$ cat src/rtl/core/aa2rm_pkg.sv
// ----------------------------------------------------------------------------
// aa2rm_pkg: shared types, constants and helpers
// Fixed-point formats, the CORDIC arctangent table, the pipeline payload
// structs and the rounding product used across the rotation pipeline.
// ----------------------------------------------------------------------------
package aa2rm_pkg;

  localparam int FRAC_BITS = 16;
  localparam int TW        = 20;               // twist component width
  localparam int SW        = 24;               // translation width
  localparam int MW        = 18;               // matrix entry width
  localparam int IN_W      = 136;              // 132 payload bits, byte padded
  localparam int OUT_W     = 240;              // 234 payload bits, byte padded

  localparam int ONE_I     = 1 << FRAC_BITS;
  localparam int THR_RAW   = (ONE_I + 5000) / 10000;
  localparam int THR_I     = (THR_RAW < 1) ? 1 : THR_RAW;
  localparam int ABS_W     = TW + 2;
  localparam logic [ABS_W-1:0] THR = ABS_W'(THR_I);

  // square root: one result bit per cell
  localparam int SQ_W      = 2 * TW + 1;
  localparam int NSQ       = TW;
  localparam int SQE_W     = $clog2(SQ_W);
  localparam int TH_W      = TW + 1;

  // axis division: one quotient bit per cell
  localparam int Q_W       = FRAC_BITS + 1;
  localparam int AX_W      = Q_W + 1;
  localparam int NUM_W     = TW + FRAC_BITS + 1;
  localparam int NDIV      = Q_W;
  localparam int DSH_W     = $clog2(NDIV);

  // angle reduction and CORDIC, Q30 angles
  localparam int ANG_W     = 36;
  localparam int XY_W      = 34;
  localparam int NCOR      = 30;
  localparam int CSH_W     = $clog2(NCOR);
  localparam int CS_SH     = 30 - FRAC_BITS;
  localparam logic signed [ANG_W-1:0] TWO_PI  = 36'sd6746518852;
  localparam logic signed [ANG_W-1:0] PI_Q30  = 36'sd3373259426;
  localparam logic signed [ANG_W-1:0] HALF_PI = 36'sd1686629713;
  localparam logic signed [XY_W-1:0]  GAIN    = 34'sd652032874;

  localparam logic [31:0] ATAN [0:NCOR-1] = '{
    32'h3243F6A8, 32'h1DAC6705, 32'h0FADBAFC, 32'h07F56EA6, 32'h03FEAB76,
    32'h01FFD55B, 32'h00FFFAAA, 32'h007FFF55, 32'h003FFFEA, 32'h001FFFFD,
    32'h000FFFFF, 32'h0007FFFF, 32'h0003FFFF, 32'h0001FFFF, 32'h0000FFFF,
    32'h00007FFF, 32'h00003FFF, 32'h00001FFF, 32'h00000FFF, 32'h000007FF,
    32'h000003FF, 32'h000001FF, 32'h000000FF, 32'h0000007F, 32'h0000003F,
    32'h0000001F, 32'h0000000F, 32'h00000008, 32'h00000004, 32'h00000002
  };

  // products
  localparam int P_W = 24;
  localparam logic signed [P_W-1:0]   ONE_P   = P_W'(ONE_I);
  localparam logic signed [2*P_W-1:0] RND_P   = (2*P_W)'(1) <<< (FRAC_BITS - 1);

  typedef struct packed {
    logic                vld;
    logic                tiny;
    logic [2:0][TW-1:0]  v;
    logic [2:0][SW-1:0]  p;
  } side_t;

  typedef struct packed {
    side_t             side;
    logic [SQ_W-1:0]   n;
    logic [SQ_W-1:0]   r;
  } sqrt_t;

  typedef struct packed {
    side_t                 side;
    logic [TH_W-1:0]       theta;
    logic [2:0][NUM_W-1:0] rem;
    logic [2:0][Q_W-1:0]   q;
  } div_t;

  typedef struct packed {
    side_t                side;
    logic [2:0][AX_W-1:0] ax;
    logic signed [ANG_W-1:0] a;
    logic                 flip;
  } ang_t;

  typedef struct packed {
    side_t                   side;
    logic [2:0][AX_W-1:0]    ax;
    logic signed [XY_W-1:0]  x;
    logic signed [XY_W-1:0]  y;
    logic signed [ANG_W-1:0] z;
    logic                    flip;
  } cor_t;

  typedef struct packed {
    logic               vld;
    logic [8:0][MW-1:0] r;
    logic [2:0][SW-1:0] p;
  } res_t;

  function automatic logic signed [P_W-1:0] mulq(input logic signed [P_W-1:0] a,
                                                 input logic signed [P_W-1:0] b);
    logic signed [2*P_W-1:0] prod;
    prod = (2*P_W)'(a) * (2*P_W)'(b);
    prod = prod + RND_P;
    return P_W'(prod >>> FRAC_BITS);
  endfunction

  function automatic logic [MW-1:0] sat1(input logic signed [P_W-1:0] v);
    if (v > ONE_P) begin
      return MW'(ONE_P);
    end else if (v < -ONE_P) begin
      return MW'(-ONE_P);
    end
    return MW'(v);
  endfunction

endpackage

$ cat src/rtl/core/aa2rm_div_cell.sv
// ----------------------------------------------------------------------------
// aa2rm_div_cell: one quotient bit of the three axis divisions
// Compare and subtract the shifted angle from each lane's remainder.
// ----------------------------------------------------------------------------
module aa2rm_div_cell (
  input  logic                         clk,
  input  logic                         rst_n,
  input  logic                         en,
  input  logic [aa2rm_pkg::DSH_W-1:0]  dsh,
  input  aa2rm_pkg::div_t              d_in,
  output aa2rm_pkg::div_t              d_out
);

  aa2rm_pkg::div_t            q_r, q_nxt;
  logic [aa2rm_pkg::NUM_W-1:0] dvs;

  always_comb begin
    dvs   = aa2rm_pkg::NUM_W'(d_in.theta) << dsh;
    q_nxt = d_in;
    for (int i = 0; i < 3; i++) begin
      if (d_in.rem[i] >= dvs) begin
        q_nxt.rem[i] = d_in.rem[i] - dvs;
        q_nxt.q[i]   = {d_in.q[i][aa2rm_pkg::Q_W-2:0], 1'b1};
      end else begin
        q_nxt.q[i]   = {d_in.q[i][aa2rm_pkg::Q_W-2:0], 1'b0};
      end
    end
  end

  always_ff @(posedge clk) begin
    if (!rst_n) begin
      q_r.side.vld <= 1'b0;
    end else if (en) begin
      q_r <= q_nxt;
    end
  end

  assign d_out = q_r;

endmodule

$ cat config.mk
export PLATFORM = sky130hd
export DESIGN_NAME = aa2rm_div_cell
export DESIGN_NICKNAME = d
export VERILOG_FILES = /design/src/rtl/core/aa2rm_pkg.sv /design/src/rtl/core/aa2rm_div_cell.sv
export SDC_FILE = /design/constraint.sdc
export NUM_CORES = 1
export LEC_CHECK = 0
export ABC_AREA = 0
export BUFFER_PORTS_ARGS = -buffer_cell sky130_fd_sc_hd__buf_2
export CORE_AREA = 2 2 252 254
export DETAILED_ROUTE_END_ITERATION = 6
export DIE_AREA = 0 0 254 256
export HOLD_SLACK_MARGIN = 0.08
export PLACE_DENSITY_LB_ADDON = 0.2
export SLEW_MARGIN = 10
export SYNTH_ARGS = -nofsm -noshare
export SYNTH_HDL_FRONTEND = slang
export SYNTH_SLANG_ARGS = --single-unit
$ cat constraint.sdc
create_clock -name clk -period 12.5 [get_ports clk]
set_input_delay 0 -clock clk [delete_from_list [all_inputs] [get_ports clk]]
set_output_delay 0 -clock clk [all_outputs]
set_load 0.005 [all_outputs]
# --- Word-level counts from Yosys, hierarchy flattened ---
# Cells that the tools add are included.
totals:
  word_cells: 29
  input_bits: 325
  reg_bits: 317
  out_inout_bits: 317
classes:
  n_reduce_logical: 1
  add_sub_neg: 3
  n_shift: 1
  mux: 6
  order_cmp: 3
op_table:
  columns: ["op", "n"]
  rows:
  - ["$ge 37x37->1", 3]
  - ["$mux 37", 3]
  - ["$sub 37x37->37", 3]
  - ["$shl 21x5->37", 1]
  - ["$mux 1", 3]
  - ["$reduce_and 2->1", 1]

# --- Logic depth before layout (Yosys ltp) ---
depth:
  depth_word: 3
  ltp_mapped: 24
  mapped_depth_nobuf: 19

# --- Least setup slack after synthesis ---
# OpenSTA, ideal clock, no wires.
synth_path:
  path_type: "input-to-reg"
  from: "input port en"
  to: "register q_r, in the netlist d_out[0], enable pin"
  cell_stages: 1
  path_buffers: 0
  setup_ns: 0.717
  t_required_ns: 11.783
  arrival_time_ns: 7.123
  path_slack_ns: 4.660
  path_cell_list: "and2_1"
synth_via:
  elab_chain_len: 1
synth_lines:
  columns: ["element", "line_no", "source"]
  rows:
  - ["start: declaration", "aa2rm_div_cell.sv:8", "input logic en,"]
  - ["$reduce_and 2->1 (no source line)", null, null]
  - ["end signal: assignment", "aa2rm_div_cell.sv:34", "q_r <= q_nxt;"]
  - ["end: declaration", "aa2rm_div_cell.sv:14", "aa2rm_pkg::div_t q_r, q_nxt;"]
# No other way between the ends.
# A chain may end at the register's enable or synchronous reset.

==> metrics <==
Final Hold Vio Count=0; setup ws final=6910 ps; Core ar.=62400 sq um; total gr overflow=0; warnings from Yosys=0; MaxCap Viol Count=0; dpl ws=6450 ps; Power Density=134 nW/um^2; Setup Skew=0 ps; post-DP HPWL=64600 microns; # setup viols final=0; mux contribution to synthesized area=3.67%; Clock transition at path regs=60 ps; synthesis-stage register bit count=317; initial antenna violation count=11; via/cell ratio=4.96; achievable frequency=179 MHz; die area=65000 sq um; IO Port Bufs=638; Comb pwr share=28.7%; routability cong.=0.948; CTS H-tree lvls=2; Hold Slack=129 ps; critical path startpoint category=input port; Avg Cell Area, Syn=11.0 sq um; first-pass GRT wire length=118000 microns; Post-synth ARST share=0%; XOR/XNOR share of the synthesized area=4.50%; DRC=0; most common cell in the synthesized netlist=edfxtp_1; Chip Height=256 microns; Slew HR=20.9%; CP endpoint kind=register; synth top area cells=edfxtp_1 (52%), ha_1 (7.9%), a21oi_1 (4.6%); Seq/Total Area, Yosys=52.5%; Switching Share=31.4%; Mapped Cells=1647; Synth Area in Adders=8.20%; most common library cells after synthesis=edfxtp_1 (316), a21oi_1 (167), nor2_1 (144); top_reg_cell synth=edfxtp_1; root buf cell=clkbuf_16; Boundary Pins=642; Routed WL=83400 microns; peak supply drop=82.5 uV; Design Area, Final=26700 sq um; Post-Synth Simple-Gate Area=11.4%; Nets=3026; largest net degree at the start of global routing=73; GRT Total Usage=24.8%; dpl cells=3073; largest family of logic cells by synthesized area=compound AO/OA/AOI/OAI gates; Post-synth EDFFs=316; total CTS buffers=40; FP Rows=92; Synth area leader=edfxtp_1; fin cells=3470; CP Data Arrival Time=5910 ps; clock latency on the worst-skew pair=560 ps; Tightest Hold Check Type=in2reg; post-route setup TNS=0 ps; Worst path max stage delay=840 ps; Net Switching=1.13 mW; Synth Area in Compound Gates=17.3%; fin crit share=44.7%; Placed Area=22200 sq um; Layout Utilization=42.9%; vias in the first global route=17318; kind of critical path=in2reg; top cell type's share of synthesized area=52.4%; CP Max Fanout=55; outcome=complete, no violations; Design Power=3.59 mW; crit-path cells=dlygate4sd3_1, buf_2, mux4_2, mux2i_1, nand2_1, o21ai_0, nor2_1, a21oi_1, ha_1, a21o_1, o21bai_1, nor2b_1, a21oi_2, o311a_1, o31ai_4, buf_4, inv_2, mux2_1; ANT nets after route=0; Slew @ Worst Pin=1180 ps; worst path required time=12820 ps; clock tree buffer depth=3; Synth cell types=73; Initial Util=29.0%; drt wl/cell=24.0 microns; Iter 0 DRT Violations=1235; max FFs per register=317; vias post-DR=17215; RSZ-0062 raised after global routing=no; Synth-to-Final Area Change=47.6%; Post-Syn Area=18100 sq um; syn nets=2089; clk sinks=317; Slew Limit Fails=0; Clock power frac=34.4%; CTS tree=built; die width=254 microns; share of cells above drive strength 1=29.4%; cts repair resizes=0; Crit-path slowest cell=a21oi_1; Leak=11.2 nW; Internal=2.47 mW; clock period minus worst slack=5590 ps; part of the power in registers=37.0%; DRT Pass-1 Iters=5
## cell type report
class                      count  area (sq um)
antenna                       11          27.5
clock buffer                  42          1010
fill                        6082         35600
sequential                   317          9510
multi-input combinational   1218          8170
inverter                      39           146
tap                          846          1060
timing repair buffer         968          6460
clock inverter                29           364
## cell usage in the layout (no fill, tap or decap), types with 8 or more instances in the layout
master	n
buf_2	638
edfxtp_1	316
dlygate4sd3_1	315
a21oi_1	167
nor2_1	144
nand2_1	139
ha_1	114
o21ai_0	111
a21o_1	66
xnor2_1	52
xor2_1	41
clkbuf_16	40
inv_1	35
mux2_2	30
nand3_1	27
a211oi_1	25
nor2b_1	22
nand2b_1	22
nand4_1	21
nor3_1	20
and3_1	19
a31oi_1	18
mux2i_1	17
o21bai_1	15
buf_4	15
diode_2	11
nor4_1	9
o31ai_1	9
clkinv_1	8
a22oi_1	8
and2_1	8
o211ai_1	8
o21a_1	8
## critical path: cells and delay by family
kind,cells,cell delay (ps)
AOI/OAI and AO/OA,7,2590
buffers and inverters,4,1340
muxes,3,1160
adders and majority gates,1,470
and+or+nand+nor,3,310
## power groups by stage
stage          sequential, mW  combinational [mW]  clock (mW)
2_1_floorplan            1.37               0.549           0
3_3_place_gp             1.35               0.937           0
3_5_place_dp             1.35               0.938           0
4_1_cts                  1.33                1.03        1.26
5_1_grt                  1.34                1.12        1.31
6_report                 1.33                1.03        1.24
## path summary, 6_finish.rpt
check | from | end | slack, ps | cells past startpoint
setup / recovery | d_in[172] | d_out[144] | 6910 | 18
hold / removal | en | d_out[187] | 130 | 2
setup reg to reg | d_out[316] | d_out[316] | 11320 | 3
hold reg to reg | d_out[316] | d_out[316] | 1110 | 3
## timing repair
| action | 4_1_cts | 5_1_grt |
|---|---|---|
| hold buffers | 315 | 0 |
| setup endpoints to repair | 0 | 0 |
| setup buffers | 0 | 0 |
| hold endpoints to repair | 314 | 0 |
## cell families after synthesis
group / count (synthesis)
adder cells (fa/ha/maj): 117
flip-flops: 317
AND/OR/NAND/NOR: 451
multiplexers: 56
buffers and inverters: 112
XOR/XNOR: 93
AO/OA/AOI/OAI: 501
## layer usage
metal	global-route usage, %	up-vias	wire length, microns
met1	30.5	8321	34900
met5	0	-	41
met4	8.79	6	2940
met2	42.7	619	40300
li1	-	8155	-
met3	4.97	114	5100
Note: power is estimated with default switching activity, not from simulation.
