### src/rtl/core/aa2rm_pkg.sv
// ----------------------------------------------------------------------------
// aa2rm_pkg: shared types, constants and helpers
// Fixed-point formats, the CORDIC arctangent table, the pipeline payload
// structs and the rounding product used across the rotation pipeline.
// ----------------------------------------------------------------------------
package aa2rm_pkg;

  localparam int FRAC_BITS = 16;
  localparam int TW        = 20;               // twist component width
  localparam int SW        = 24;               // translation width
  localparam int MW        = 18;               // matrix entry width
  localparam int IN_W      = 136;              // 132 payload bits, byte padded
  localparam int OUT_W     = 240;              // 234 payload bits, byte padded

  localparam int ONE_I     = 1 << FRAC_BITS;
  localparam int THR_RAW   = (ONE_I + 5000) / 10000;
  localparam int THR_I     = (THR_RAW < 1) ? 1 : THR_RAW;
  localparam int ABS_W     = TW + 2;
  localparam logic [ABS_W-1:0] THR = ABS_W'(THR_I);

  // square root: one result bit per cell
  localparam int SQ_W      = 2 * TW + 1;
  localparam int NSQ       = TW;
  localparam int SQE_W     = $clog2(SQ_W);
  localparam int TH_W      = TW + 1;

  // axis division: one quotient bit per cell
  localparam int Q_W       = FRAC_BITS + 1;
  localparam int AX_W      = Q_W + 1;
  localparam int NUM_W     = TW + FRAC_BITS + 1;
  localparam int NDIV      = Q_W;
  localparam int DSH_W     = $clog2(NDIV);

  // angle reduction and CORDIC, Q30 angles
  localparam int ANG_W     = 36;
  localparam int XY_W      = 34;
  localparam int NCOR      = 30;
  localparam int CSH_W     = $clog2(NCOR);
  localparam int CS_SH     = 30 - FRAC_BITS;
  localparam logic signed [ANG_W-1:0] TWO_PI  = 36'sd6746518852;
  localparam logic signed [ANG_W-1:0] PI_Q30  = 36'sd3373259426;
  localparam logic signed [ANG_W-1:0] HALF_PI = 36'sd1686629713;
  localparam logic signed [XY_W-1:0]  GAIN    = 34'sd652032874;

  localparam logic [31:0] ATAN [0:NCOR-1] = '{
    32'h3243F6A8, 32'h1DAC6705, 32'h0FADBAFC, 32'h07F56EA6, 32'h03FEAB76,
    32'h01FFD55B, 32'h00FFFAAA, 32'h007FFF55, 32'h003FFFEA, 32'h001FFFFD,
    32'h000FFFFF, 32'h0007FFFF, 32'h0003FFFF, 32'h0001FFFF, 32'h0000FFFF,
    32'h00007FFF, 32'h00003FFF, 32'h00001FFF, 32'h00000FFF, 32'h000007FF,
    32'h000003FF, 32'h000001FF, 32'h000000FF, 32'h0000007F, 32'h0000003F,
    32'h0000001F, 32'h0000000F, 32'h00000008, 32'h00000004, 32'h00000002
  };

  // products
  localparam int P_W = 24;
  localparam logic signed [P_W-1:0]   ONE_P   = P_W'(ONE_I);
  localparam logic signed [2*P_W-1:0] RND_P   = (2*P_W)'(1) <<< (FRAC_BITS - 1);

  typedef struct packed {
    logic                vld;
    logic                tiny;
    logic [2:0][TW-1:0]  v;
    logic [2:0][SW-1:0]  p;
  } side_t;

  typedef struct packed {
    side_t             side;
    logic [SQ_W-1:0]   n;
    logic [SQ_W-1:0]   r;
  } sqrt_t;

  typedef struct packed {
    side_t                 side;
    logic [TH_W-1:0]       theta;
    logic [2:0][NUM_W-1:0] rem;
    logic [2:0][Q_W-1:0]   q;
  } div_t;

  typedef struct packed {
    side_t                side;
    logic [2:0][AX_W-1:0] ax;
    logic signed [ANG_W-1:0] a;
    logic                 flip;
  } ang_t;

  typedef struct packed {
    side_t                   side;
    logic [2:0][AX_W-1:0]    ax;
    logic signed [XY_W-1:0]  x;
    logic signed [XY_W-1:0]  y;
    logic signed [ANG_W-1:0] z;
    logic                    flip;
  } cor_t;

  typedef struct packed {
    logic               vld;
    logic [8:0][MW-1:0] r;
    logic [2:0][SW-1:0] p;
  } res_t;

  function automatic logic signed [P_W-1:0] mulq(input logic signed [P_W-1:0] a,
                                                 input logic signed [P_W-1:0] b);
    logic signed [2*P_W-1:0] prod;
    prod = (2*P_W)'(a) * (2*P_W)'(b);
    prod = prod + RND_P;
    return P_W'(prod >>> FRAC_BITS);
  endfunction

  function automatic logic [MW-1:0] sat1(input logic signed [P_W-1:0] v);
    if (v > ONE_P) begin
      return MW'(ONE_P);
    end else if (v < -ONE_P) begin
      return MW'(-ONE_P);
    end
    return MW'(v);
  endfunction

endpackage

### src/rtl/core/aa2rm_sqrt_cell.sv
// ----------------------------------------------------------------------------
// aa2rm_sqrt_cell: one digit of the integer square root
// Decides one root bit per cell, bit weight set by the exponent input.
// ----------------------------------------------------------------------------
module aa2rm_sqrt_cell (
  input  logic                         clk,
  input  logic                         rst_n,
  input  logic                         en,
  input  logic [aa2rm_pkg::SQE_W-1:0]  bexp,
  input  aa2rm_pkg::sqrt_t             d_in,
  output aa2rm_pkg::sqrt_t             d_out
);

  aa2rm_pkg::sqrt_t               q_r, q_nxt;
  logic [aa2rm_pkg::SQ_W-1:0]     bitw, trial;

  always_comb begin
    bitw  = aa2rm_pkg::SQ_W'(1) << bexp;
    trial = d_in.r + bitw;
    q_nxt = d_in;
    if (d_in.n >= trial) begin
      q_nxt.n = d_in.n - trial;
      q_nxt.r = (d_in.r >> 1) + bitw;
    end else begin
      q_nxt.r = d_in.r >> 1;
    end
  end

  always_ff @(posedge clk) begin
    if (!rst_n) begin
      q_r.side.vld <= 1'b0;
    end else if (en) begin
      q_r <= q_nxt;
    end
  end

  assign d_out = q_r;

endmodule

### config.mk
export PLATFORM = sky130hd
export DESIGN_NAME = aa2rm_sqrt_cell
export DESIGN_NICKNAME = d
export VERILOG_FILES = /design/src/rtl/core/aa2rm_pkg.sv /design/src/rtl/core/aa2rm_sqrt_cell.sv
export SDC_FILE = /design/constraint.sdc
export NUM_CORES = 1
export LEC_CHECK = 0
export BUFFER_PORTS_ARGS = -buffer_cell sky130_fd_sc_hd__clkbuf_2
export CORE_MARGIN = 2
export CORE_UTILIZATION = 40
export CTS_CLUSTER_SIZE = 8
export DETAILED_ROUTE_END_ITERATION = 8
export HOLD_SLACK_MARGIN = 0.06
export SLEW_MARGIN = 20
export SYNTH_ARGS = -nofsm -noshare
export SYNTH_HDL_FRONTEND = slang
export SYNTH_SLANG_ARGS = --single-unit
### constraint.sdc
create_clock -name clk -period 9 [get_ports clk]
set_input_delay 0 -clock clk [delete_from_list [all_inputs] [get_ports clk]]
set_output_delay 0 -clock clk [all_outputs]
set_load 0.02 [all_outputs]
* Word level (Yosys, flattened, before mapping)
Cells that the tools add are included.
** Word-level totals
- Register bits :: 216
- Input bits :: 225
- Output and inout bits :: 216
- Word-level logic and storage cells :: 19
** Operators by class
- Add/sub/neg operators :: 3
- $lt $le $gt $ge :: 1
- Shift-type cells :: 1
- Mux-type cells :: 2
- Reduce and logical (&&, ||, !) cells :: 1
** Operators by type and width (count)
- $add A40 B41 Y41 :: 1
- $add A41 B41 Y41 :: 1
- $ge A41 B41 Y1 :: 1
- $mux W41 :: 1
- $shl A1 B6 Y41 const A :: 1
- $sub A41 B41 Y41 :: 1
- $mux W40 :: 1
- $reduce_and A2 Y1 :: 1

* Depth between registers and ports, before layout
- Depth after elaboration :: 4
- Mapped depth :: 29
- Mapped depth without buffers :: 26

* Worst setup path after synthesis
Ideal clock, no wire load.
- Kind :: input -> register
- Start point :: in bexp[2] in the netlist's numbering
- End point :: reg q_r, in the netlist d_out[46] (data pin)
- Arrival :: 5.272 ns
- Slack :: 3.466 ns
- Cell stages on the path :: 25
- Buffers on the path :: 3
- Path through :: buf_2 -> or4b_1 -> buf_6 -> nor2_1 -> xor2_1 -> ha_1 -> nand2_1 -> o311ai_4 -> o211ai_2 -> a221oi_2 -> or4_4 -> nand3_4 -> o32ai_4 -> a221oi_2 -> o21bai_1 -> xnor2_1 -> ha_1 -> and3_1 -> and2_1 -> and3_1 -> nand2_1 -> o21ai_0 -> a2111oi_4 -> buf_4 -> mux2_1
** RTL lines
- from (decl) :: line aa2rm_sqrt_cell.sv:9 : input logic [aa2rm_pkg::SQE_W-1:0] bexp,
- to (signal assigned) :: line aa2rm_sqrt_cell.sv:33 : q_r <= q_nxt;
- to (decl) :: line aa2rm_sqrt_cell.sv:14 : aa2rm_pkg::sqrt_t q_r, q_nxt;

==> flow_summary.json <==
{
  "status": "completed",
  "synth-edff-count": 215,
  "ant_nets": 0,
  "ys_types": 87,
  "initial_core_util_pct": 40.7,
  "netlist_instances": 1346,
  "holdPathStages": 2,
  "r2r_cells": 3,
  "worstMarginPinSlew_ps": 926,
  "syn-num-nets": 1689,
  "yosysMostFrequentCell": "edfxtp_1",
  "worstSetupPathType": "primary input to flop",
  "setup_viol_count_final": 0,
  "fin_worst_skew_ps": 0,
  "worstPathMaxFanout": 154,
  "ys_warn_count": 0,
  "max_freq_ghz": 0.169,
  "ys_ff_latch": 216,
  "synth_area_um2": 14100,
  "cts_sinks": 216,
  "fin_cells": 2469,
  "synth_top_area_share_pct": 45.7,
  "crit_path_start_kind": "primary input",
  "grt_pass1_vias": 12743,
  "p_leak_uw": 0.00879,
  "num_vias": 13085,
  "synth_top_area_cell": "edfxtp_1",
  "antenna_found_initial": 4,
  "pwr_density_cell_nw_per_um2": 155,
  "synth_commonest_cells": "edfxtp_1, nand2_1, ha_1, o21ai_0, a21oi_1",
  "drt_iter0_drc": 748,
  "avgRoutedWirePerCell_um": 20.5,
  "power_switching_uw": 919,
  "synth_area_leaders": "edfxtp_1, ha_1, nand2_1, xnor2_1, a21o_1",
  "pre_cts_ws_ps": 2600,
  "cts_buffer_depth": 3,
  "placementRows": 68,
  "die_h_um": 192,
  "grt_first_pass_wirelength_mm": 73.7,
  "root_buffer": "clkbuf_16",
  "fin_ws_ps": 3100,
  "grt_max_degree": 155,
  "drive_gt1_share_pct": 25.4,
  "synth_ff_type": "edfxtp_1",
  "port_buffers": 440,
  "routed_wirelength_mm": 50.7,
  "p_comb_share_pct": 25.1,
  "dp_cells": 2202,
  "cts.repair.resized": 0,
  "slew_headroom_pct": 38.3,
  "final_hold_viol_count": 0,
  "period_share_pct": 65.6,
  "setup_tns_ps": 0,
  "clkPwrFrac_pct": 34.3,
  "cts_buffers": 31,
  "fin_util_pct": 56.9,
  "use_met1_pct": 32.1,
  "grt_use_met3_pct": 3.87,
  "clock_latency_ps": 550,
  "top_usage_layer": "met2",
  "ios": 441,
  "period_needed_ps": 5900,
  "cts_tree": "built",
  "slew_violations": 0,
  "place_congestion": 0.907,
  "irDropWorstVdd_mv": 0.170,
  "drc_errors": 0,
  "hpwlAfterDp_mm": 38.7,
  "async_reset_ff_share_pct": 0,
  "area_growth_syn_to_layout_pct": 39.8,
  "maxCapViolations": 0,
  "cp_data_required_time_ps": 9310,
  "yosysSeqAreaShare_pct": 45.8,
  "firstDrtPassIters": 6,
  "intPower_uw": 2140,
  "hp-class": "primary input to flop",
  "largest_reg_flops": 216,
  "groute.usage.overall_pct": 26.1,
  "dieWidth_um": 192,
  "cts_max_level": 1,
  "path_clk_slew_ps": 50,
  "cp.arrival_ps": 6220,
  "via_per_inst": 5.30,
  "seqPwrFrac_pct": 40.6,
  "overflow": 0,
  "p_sw_share_pct": 30.1,
  "die-area_um2": 36900,
  "nets": 2340,
  "core_um2": 34700,
  "gr-usage-met2_pct": 44.8,
  "syn_area_per_cell_um2": 10.5,
  "cts_setup_buffers": 0,
  "cp-end-kind": "flop",
  "grt_setup_unrepaired": "no"
}
final cells by class:
cell class	instances	area, um^2
clock buffers	43	821
well taps	455	569
multi-input cells	1059	7340
diodes	4	10.0
clock inverters	3	18.8
repair buffers	661	4420
flip-flops and latches	216	6480
fillers	3026	15000
inverters	28	105
final timing paths:
check,slack (ps),from,to
min,140,d_in[93],d_out[93]
max reg2reg,7820,d_out[215],d_out[215]
min reg2reg,1110,d_out[215],d_out[215]
max,3100,bexp[0],d_out[21]
power by group through the flow:
stage          combinational (uW)  clock (uW)  sequential [uW]
2_1_floorplan                 339           0             1370
5_1_grt                       831        1100             1250
6_report                      768        1050             1240
3_5_place_dp                  680           0             1260
3_3_place_gp                  677           0             1250
4_1_cts                       764        1060             1240
kinds of logic (layout without fill, tap and decap cells):
| family | count (synthesis) | count (layout) | synth area share (%) |
|---|---|---|---|
| xor+xnor | 119 | 119 | 7.37 |
| fa+ha+maj | 121 | 121 | 10.7 |
| buf+inv | 71 | 735 | 2.27 |
| mux | 8 | 8 | 0.611 |
| compound gates | 424 | 424 | 20.1 |
| other cells | 0 | 4 | 0 |
| simple gates | 387 | 387 | 13.2 |
| flops | 216 | 216 | 45.8 |
cells in the final DEF, fill, tap and decap left out, types with 9 or more instances in the layout:
cell type,count
inv_1,28
xnor2_1,63
a21o_1,71
nor3_1,16
nor2b_1,12
a31oi_1,16
o21a_1,10
o21bai_1,18
clkbuf_16,31
nand2_1,148
nand2b_1,20
o21ai_0,101
clkbuf_2,440
clkbuf_1,12
edfxtp_1,215
xor2_1,56
and3_1,22
nand3_1,22
o31ai_1,11
a211oi_1,9
ha_1,117
nor2_1,87
nand4_1,15
o21ai_1,26
a21oi_1,92
dlygate4sd3_1,217
metrics by stage:
| stage | hold WS (ps) | cell area (um^2) | total power, uW |
|---|---|---|---|
| detailed placement | 179 | 16700 | 1940 |
| finish | 144 | 19800 | 3050 |
| global route | 130 | 19800 | 3180 |
| floorplan | 98.9 | 14100 | 1700 |
| CTS | 127 | 19700 | 3070 |
| global placement | 178 | 16700 | 1930 |
layer usage:
layer	wire (um)	vias to the layer above	part of all wire, %
met1	21200	6098	42
met3	3150	106	6.2
met5	0	-	0
met2	24000	489	47
met4	2380	0	4.7
li1	-	6392	-
critical path, stage by stage:
cell,delay [ps]
clkbuf_2,170
nand2b_1,270
nand2b_1,270
nor2_1,210
ha_1,320
a31oi_1,370
o31ai_4,140
o221a_2,310
o21ai_0,240
a31oi_1,160
a21o_1,200
a21oi_1,180
xor2_1,160
ha_1,310
and3_1,210
and4_1,250
a211o_1,340
a21oi_2,310
o41ai_1,200
and4_1,260
a2111oi_4,390
buf_12,480
mux2_1,370
timing repair:
item	CTS	global route
hold buffers	217	0
endpoints found under the setup margin	0	0
endpoints found under the hold margin	251	0
Power figures use the tool's default switching activity.
