[src/rtl/core/aa2rm_pkg.sv]
// ----------------------------------------------------------------------------
// aa2rm_pkg: shared types, constants and helpers
// Fixed-point formats, the CORDIC arctangent table, the pipeline payload
// structs and the rounding product used across the rotation pipeline.
// ----------------------------------------------------------------------------
package aa2rm_pkg;

  localparam int FRAC_BITS = 16;
  localparam int TW        = 20;               // twist component width
  localparam int SW        = 24;               // translation width
  localparam int MW        = 18;               // matrix entry width
  localparam int IN_W      = 136;              // 132 payload bits, byte padded
  localparam int OUT_W     = 240;              // 234 payload bits, byte padded

  localparam int ONE_I     = 1 << FRAC_BITS;
  localparam int THR_RAW   = (ONE_I + 5000) / 10000;
  localparam int THR_I     = (THR_RAW < 1) ? 1 : THR_RAW;
  localparam int ABS_W     = TW + 2;
  localparam logic [ABS_W-1:0] THR = ABS_W'(THR_I);

  // square root: one result bit per cell
  localparam int SQ_W      = 2 * TW + 1;
  localparam int NSQ       = TW;
  localparam int SQE_W     = $clog2(SQ_W);
  localparam int TH_W      = TW + 1;

  // axis division: one quotient bit per cell
  localparam int Q_W       = FRAC_BITS + 1;
  localparam int AX_W      = Q_W + 1;
  localparam int NUM_W     = TW + FRAC_BITS + 1;
  localparam int NDIV      = Q_W;
  localparam int DSH_W     = $clog2(NDIV);

  // angle reduction and CORDIC, Q30 angles
  localparam int ANG_W     = 36;
  localparam int XY_W      = 34;
  localparam int NCOR      = 30;
  localparam int CSH_W     = $clog2(NCOR);
  localparam int CS_SH     = 30 - FRAC_BITS;
  localparam logic signed [ANG_W-1:0] TWO_PI  = 36'sd6746518852;
  localparam logic signed [ANG_W-1:0] PI_Q30  = 36'sd3373259426;
  localparam logic signed [ANG_W-1:0] HALF_PI = 36'sd1686629713;
  localparam logic signed [XY_W-1:0]  GAIN    = 34'sd652032874;

  localparam logic [31:0] ATAN [0:NCOR-1] = '{
    32'h3243F6A8, 32'h1DAC6705, 32'h0FADBAFC, 32'h07F56EA6, 32'h03FEAB76,
    32'h01FFD55B, 32'h00FFFAAA, 32'h007FFF55, 32'h003FFFEA, 32'h001FFFFD,
    32'h000FFFFF, 32'h0007FFFF, 32'h0003FFFF, 32'h0001FFFF, 32'h0000FFFF,
    32'h00007FFF, 32'h00003FFF, 32'h00001FFF, 32'h00000FFF, 32'h000007FF,
    32'h000003FF, 32'h000001FF, 32'h000000FF, 32'h0000007F, 32'h0000003F,
    32'h0000001F, 32'h0000000F, 32'h00000008, 32'h00000004, 32'h00000002
  };

  // products
  localparam int P_W = 24;
  localparam logic signed [P_W-1:0]   ONE_P   = P_W'(ONE_I);
  localparam logic signed [2*P_W-1:0] RND_P   = (2*P_W)'(1) <<< (FRAC_BITS - 1);

  typedef struct packed {
    logic                vld;
    logic                tiny;
    logic [2:0][TW-1:0]  v;
    logic [2:0][SW-1:0]  p;
  } side_t;

  typedef struct packed {
    side_t             side;
    logic [SQ_W-1:0]   n;
    logic [SQ_W-1:0]   r;
  } sqrt_t;

  typedef struct packed {
    side_t                 side;
    logic [TH_W-1:0]       theta;
    logic [2:0][NUM_W-1:0] rem;
    logic [2:0][Q_W-1:0]   q;
  } div_t;

  typedef struct packed {
    side_t                side;
    logic [2:0][AX_W-1:0] ax;
    logic signed [ANG_W-1:0] a;
    logic                 flip;
  } ang_t;

  typedef struct packed {
    side_t                   side;
    logic [2:0][AX_W-1:0]    ax;
    logic signed [XY_W-1:0]  x;
    logic signed [XY_W-1:0]  y;
    logic signed [ANG_W-1:0] z;
    logic                    flip;
  } cor_t;

  typedef struct packed {
    logic               vld;
    logic [8:0][MW-1:0] r;
    logic [2:0][SW-1:0] p;
  } res_t;

  function automatic logic signed [P_W-1:0] mulq(input logic signed [P_W-1:0] a,
                                                 input logic signed [P_W-1:0] b);
    logic signed [2*P_W-1:0] prod;
    prod = (2*P_W)'(a) * (2*P_W)'(b);
    prod = prod + RND_P;
    return P_W'(prod >>> FRAC_BITS);
  endfunction

  function automatic logic [MW-1:0] sat1(input logic signed [P_W-1:0] v);
    if (v > ONE_P) begin
      return MW'(ONE_P);
    end else if (v < -ONE_P) begin
      return MW'(-ONE_P);
    end
    return MW'(v);
  endfunction

endpackage

[src/rtl/core/aa2rm_cordic_cell.sv]
// ----------------------------------------------------------------------------
// aa2rm_cordic_cell: one rotation-mode CORDIC step
// Rotate toward zero residual angle by the step's arctangent.
// ----------------------------------------------------------------------------
module aa2rm_cordic_cell (
  input  logic                         clk,
  input  logic                         rst_n,
  input  logic                         en,
  input  logic [aa2rm_pkg::CSH_W-1:0]  sh,
  input  logic [31:0]                  atan,
  input  aa2rm_pkg::cor_t              d_in,
  output aa2rm_pkg::cor_t              d_out
);

  aa2rm_pkg::cor_t                    q_r, q_nxt;
  logic signed [aa2rm_pkg::ANG_W-1:0] at;
  logic signed [aa2rm_pkg::XY_W-1:0]  xs, ys;

  always_comb begin
    at    = aa2rm_pkg::ANG_W'($signed({1'b0, atan}));
    xs    = d_in.x >>> sh;
    ys    = d_in.y >>> sh;
    q_nxt = d_in;
    if (d_in.z >= 0) begin
      q_nxt.x = d_in.x - ys;
      q_nxt.y = d_in.y + xs;
      q_nxt.z = d_in.z - at;
    end else begin
      q_nxt.x = d_in.x + ys;
      q_nxt.y = d_in.y - xs;
      q_nxt.z = d_in.z + at;
    end
  end

  always_ff @(posedge clk) begin
    if (!rst_n) begin
      q_r.side.vld <= 1'b0;
    end else if (en) begin
      q_r <= q_nxt;
    end
  end

  assign d_out = q_r;

endmodule

[config.mk]
export PLATFORM = sky130hd
export DESIGN_NAME = aa2rm_cordic_cell
export DESIGN_NICKNAME = d
export VERILOG_FILES = /design/src/rtl/core/aa2rm_pkg.sv /design/src/rtl/core/aa2rm_cordic_cell.sv
export SDC_FILE = /design/constraint.sdc
export NUM_CORES = 1
export LEC_CHECK = 0
export ABC_AREA = 1
export ABC_CLOCK_PERIOD_IN_PS = 11400
export BUFFER_PORTS_ARGS = -buffer_cell sky130_fd_sc_hd__buf_2
export CAP_MARGIN = 20
export CORE_AREA = 2 2 245 247
export DETAILED_ROUTE_END_ITERATION = 6
export DIE_AREA = 0 0 247 249
export RECOVER_POWER = 50
export SETUP_SLACK_MARGIN = 0.2
export SLEW_MARGIN = 0
export SYNTH_ARGS = -nofsm -noshare
export SYNTH_HDL_FRONTEND = slang
export SYNTH_SLANG_ARGS = --single-unit
[constraint.sdc]
create_clock -name clk -period 11.4 [get_ports clk]
set_input_delay 2.28 -clock clk [delete_from_list [all_inputs] [get_ports clk]]
set_output_delay 2.28 -clock clk [all_outputs]
set_load 0.01 [all_outputs]
== After elaboration in Yosys (flattened, before gate mapping) ==
Index checks and enable logic that the tools add are counted.

* Flip-flop bits (word level): 293
* Bits in latches: 0
* RAM bits: 0
* Bits in read-only memories: 0
* Input port bits: 333
* Output and inout port bits: 293
* Word-level logic and storage cells: 26
* Memories kept: 0

* $add $sub $neg: 6
* $mul: 0
* Divide/modulo/power cells: 0
* $lt $le $gt $ge: 1
* Eq/ne operators: 0
* Shift-type cells: 2
* Multiplexer cells: 1
* Bitwise logic cells: 0
* Reductions and logical operators: 1

{| class="wikitable"
|+ Operators with widths
! operator !! count
|-
| $mux W104 || 1
|-
| $add A34 B34 Y34 || 2
|-
| $sshr A34 B5 Y34 || 2
|-
| $sub A34 B34 Y34 || 2
|-
| $add A36 B33 Y36 || 1
|-
| $ge A36 B1 Y1 const B || 1
|-
| $sub A36 B33 Y36 || 1
|-
| $reduce_and A2 Y1 || 1
|}

== Logic depth before layout (Yosys ltp) ==
* Word-level depth: 3
* Mapped depth: 34
* Depth with buffers taken out: 32

== Worst setup path before layout ==
Ideal clock, no wire load.

* Path kind: input port to flip-flop
* Start: input port rst_n
* End: register q_r (netlist bit d_out[0]), enable pin
* Library setup time: 0.642 ns
* Arrival time: 7.909 ns
* Required time: 10.758 ns
* Setup slack: 2.849 ns
* Stages: 2
* Path buffers: 0
* Cells stage by stage: nand2_1 inv_1

* Word-level cells in the longest chain between the ends: 1

{| class="wikitable"
|+ RTL lines
! item !! line !! text
|-
| start, declared || aa2rm_cordic_cell.sv:7 || <nowiki>input logic rst_n,</nowiki>
|-
| $reduce_and A2 Y1 (no source line) || - ||
|-
| end signal, assigned || aa2rm_cordic_cell.sv:39 || <nowiki>q_r <= q_nxt;</nowiki>
|-
| end, declared || aa2rm_cordic_cell.sv:15 || <nowiki>aa2rm_pkg::cor_t q_r, q_nxt;</nowiki>
|}

Every way passes these cells.
A chain may end at the register's enable or synchronous reset.

== Final worst setup path ==
* Start: input port rst_n
* End: register q_r (netlist bit d_out[236]), enable pin

The elaborated chain is that of the path after synthesis.

==> impl_metrics.tcl <==
set metrics [dict create \
    yosysWarnings 0 \
    cts_root_buffer "clkbuf_16" \
    clock.fmax_ghz 0.113 \
    hold_path_class "register to register" \
    antenna_found_initial 27 \
    grt_overflow 0 \
    hold_violations 0 \
    grt_setup_unrepaired "no" \
    layout_common_cells "634 x nand2_1, 459 x buf_2, 434 x nand3_1" \
    dieArea_um2 61500 \
    drt-met1-wl_um 37300 \
    cts_setup_buffers 0 \
    reg2reg_depth 2 \
    post_dp_cell_area_um2 24500 \
    drt-initial-drc-count 2151 \
    synth_cells 2560 \
    switchingPower_mw 1.31 \
    tns_ps 0 \
    p_leak_nw 11.6 \
    avgSynthCellArea_um2 8.11 \
    yosysUniqueCellTypes 48 \
    combPwrFrac 0.329 \
    port_buffers 625 \
    worst-setup-path-type "input port to register" \
    syn_area_um2 20800 \
    synth_nets 3000 \
    cts_tree "yes" \
    grt_max_degree 122 \
    die_y_um 249 \
    cp_slowest_cell "clkinvlp_2" \
    dp_hpwl_um 74300 \
    startpoint "rst_n" \
    swShare 0.353 \
    tightestPinTransition_ps 5400 \
    rr_endpoint "d_out[292]" \
    multi_input_area_um2 10700 \
    hold_buffers 0 \
    p_clk_frac 0.297 \
    cap_violations 1 \
    clock_path_buffers 3 \
    first_pass_iters 6 \
    num_vias 20800 \
    start_util 0.354 \
    async_reset_ff_frac 0 \
    design_area_um2 25400 \
    slew_headroom -2.60 \
    p_per_area_nw_per_um2 146 \
    finClkSkew_ps 0 \
    seq_area_um2 8790 \
    setup_violations 0 \
    end_kind "register" \
    largest_reg_flops 293 \
    crit_chain "buf_2 -> nand2_1 -> clkinvlp_2 -> buf_4 -> buf_4" \
    synth_edf_count 292 \
    period_share 0.776 \
    crit_end "d_out[236]" \
    rr_startpoint "d_out[292]" \
    drv_slew 122 \
    viasPerCell 5.25 \
    io_pins 626 \
    wl_met2_um 41900 \
    numCtsBuffers 34 \
    crit_required_ps 11570 \
    status "complete, but fails checks" \
    intPower_mw 2.40 \
    drive_gt1_frac 0.184 \
    violations "max-capacitance violations, max-slew violations" \
    r2r_slack_ps 10780 \
    worstSetupStartpointType "input port" \
    grt_pass1_vias 19100 \
    clkSinkCount 293 \
    core-area_um2 58700 \
    wl_met3_um 7920 \
    final_nets 3591 \
    area_growth_pct 22.6 \
    h-tree-depth 2 \
    clk_latency_ps 540 \
    maxUsedRoutingLayer "met5" \
    fill_cells 6079 \
    rows 89 \
    seq_area_frac_synth 0.423 \
    crit_path_max_fanout 121 \
    final_common_cell "nand2_1" \
    peakVddDrop_mv 0.121 \
    synth_flop_cell "edfxtp_1" \
    power.total_mw 3.71 \
    synth_seq_cells 293 \
    wl_per_cell_um 22.9 \
    period_minus_slack_ps 8850 \
    slowest_delay_ps 3910 \
    cp.arrival_ps 9020 \
    track_usage 0.284 \
    cpMostUsedCell "buf_4" \
    antenna_left 0 \
    grt_pass1_wl_um 128000 \
    seqPwrFrac 0.374 \
    die_x_um 247 \
    cts_resized 0 \
    clkTransAtPathRegs_ps 60 \
    place_congestion 0.985 \
    wirelength_um 90800 \
    drcViolationCount 0 \
]
==> per-stage QoR <==
step           utilization  hold WS [ps]  std cells  worst slack (ps)
6_report             0.434           543       3961              2550
3_5_place_dp         0.418           526       3887              3670
4_1_cts              0.436           537       3944              4240
5_1_grt              0.433           612       3948              1980
3_3_place_gp         0.418           514       3887              3710
2_1_floorplan            -           555       2560              2850
==> cells by family (layout without fill, tap and decap cells) <==
logic type / Yosys count / after routing / share of synthesized area
simple gates: 1365 / 1365 / 0.292
compound gates: 311 / 311 / 0.0843
buf+inv: 311 / 923 / 0.0622
flops: 293 / 293 / 0.423
xor+xnor: 173 / 173 / 0.0730
fa+ha+maj: 107 / 107 / 0.0656
other cells: 0 / 16 / 0
==> how the worst min path moves through the flow <==
stage               startpoint         end  slack (ps)  depth (start not counted)
detailed placement  d_out[292]  d_out[292]         530                          2
CTS                 d_out[292]  d_out[292]         540                          2
global placement    d_out[292]  d_out[292]         510                          2
floorplan           d_out[292]  d_out[292]         560                          2
global route        d_out[292]  d_out[292]         610                          2
finish              d_out[292]  d_out[292]         540                          2
==> routing by layer <==
layer,GRT usage,vias to the layer above
li1,-,9963
met1,0.378,9749
met2,0.460,939
met3,0.0493,142
met4,0.106,8
met5,0,-
==> cell usage after synthesis (all sizes together), types with 11 or more instances <==
cell type | count | share of area
nand4 | 23 | 0.0069
nor3 | 16 | 0.0046
buf | 62 | 0.017
xnor2 | 49 | 0.021
o21a | 11 | 0.0040
o21ai | 97 | 0.024
a21o | 12 | 0.0043
ha | 104 | 0.063
a21oi | 134 | 0.032
xor2 | 124 | 0.052
inv | 227 | 0.041
edfxtp | 292 | 0.42
a31oi | 21 | 0.0063
nand3 | 457 | 0.12
nor2 | 203 | 0.038
nand2 | 656 | 0.12
clkbuf | 22 | 0.0040
==> critical path: cells and delay by family <==
family	cells	cell delay (ps)
buffers and inverters	4	6380
and+or+nand+nor	1	70
==> area by class of cell <==
cell class,count,area share
inverter,227,0.0336
tap,773,0.0380
sequential,293,0.345
clock inverter,19,0.00851
multi-input combinational,1956,0.420
clock buffer,38,0.0340
timing repair buffer,639,0.119
antenna,16,0.00157
==> power by group through the flow <==
stage / combinational [mW] / clock (mW) / sequential (mW)
final: 1.22 / 1.10 / 1.39
after global routing: 1.34 / 1.17 / 1.40
after CTS: 1.23 / 1.13 / 1.38
after detailed placement: 1.23 / 0 / 1.40
after global placement: 1.23 / 0 / 1.40
after floorplan: 0.723 / 0 / 1.47
(Power assumes the default switching activity.)
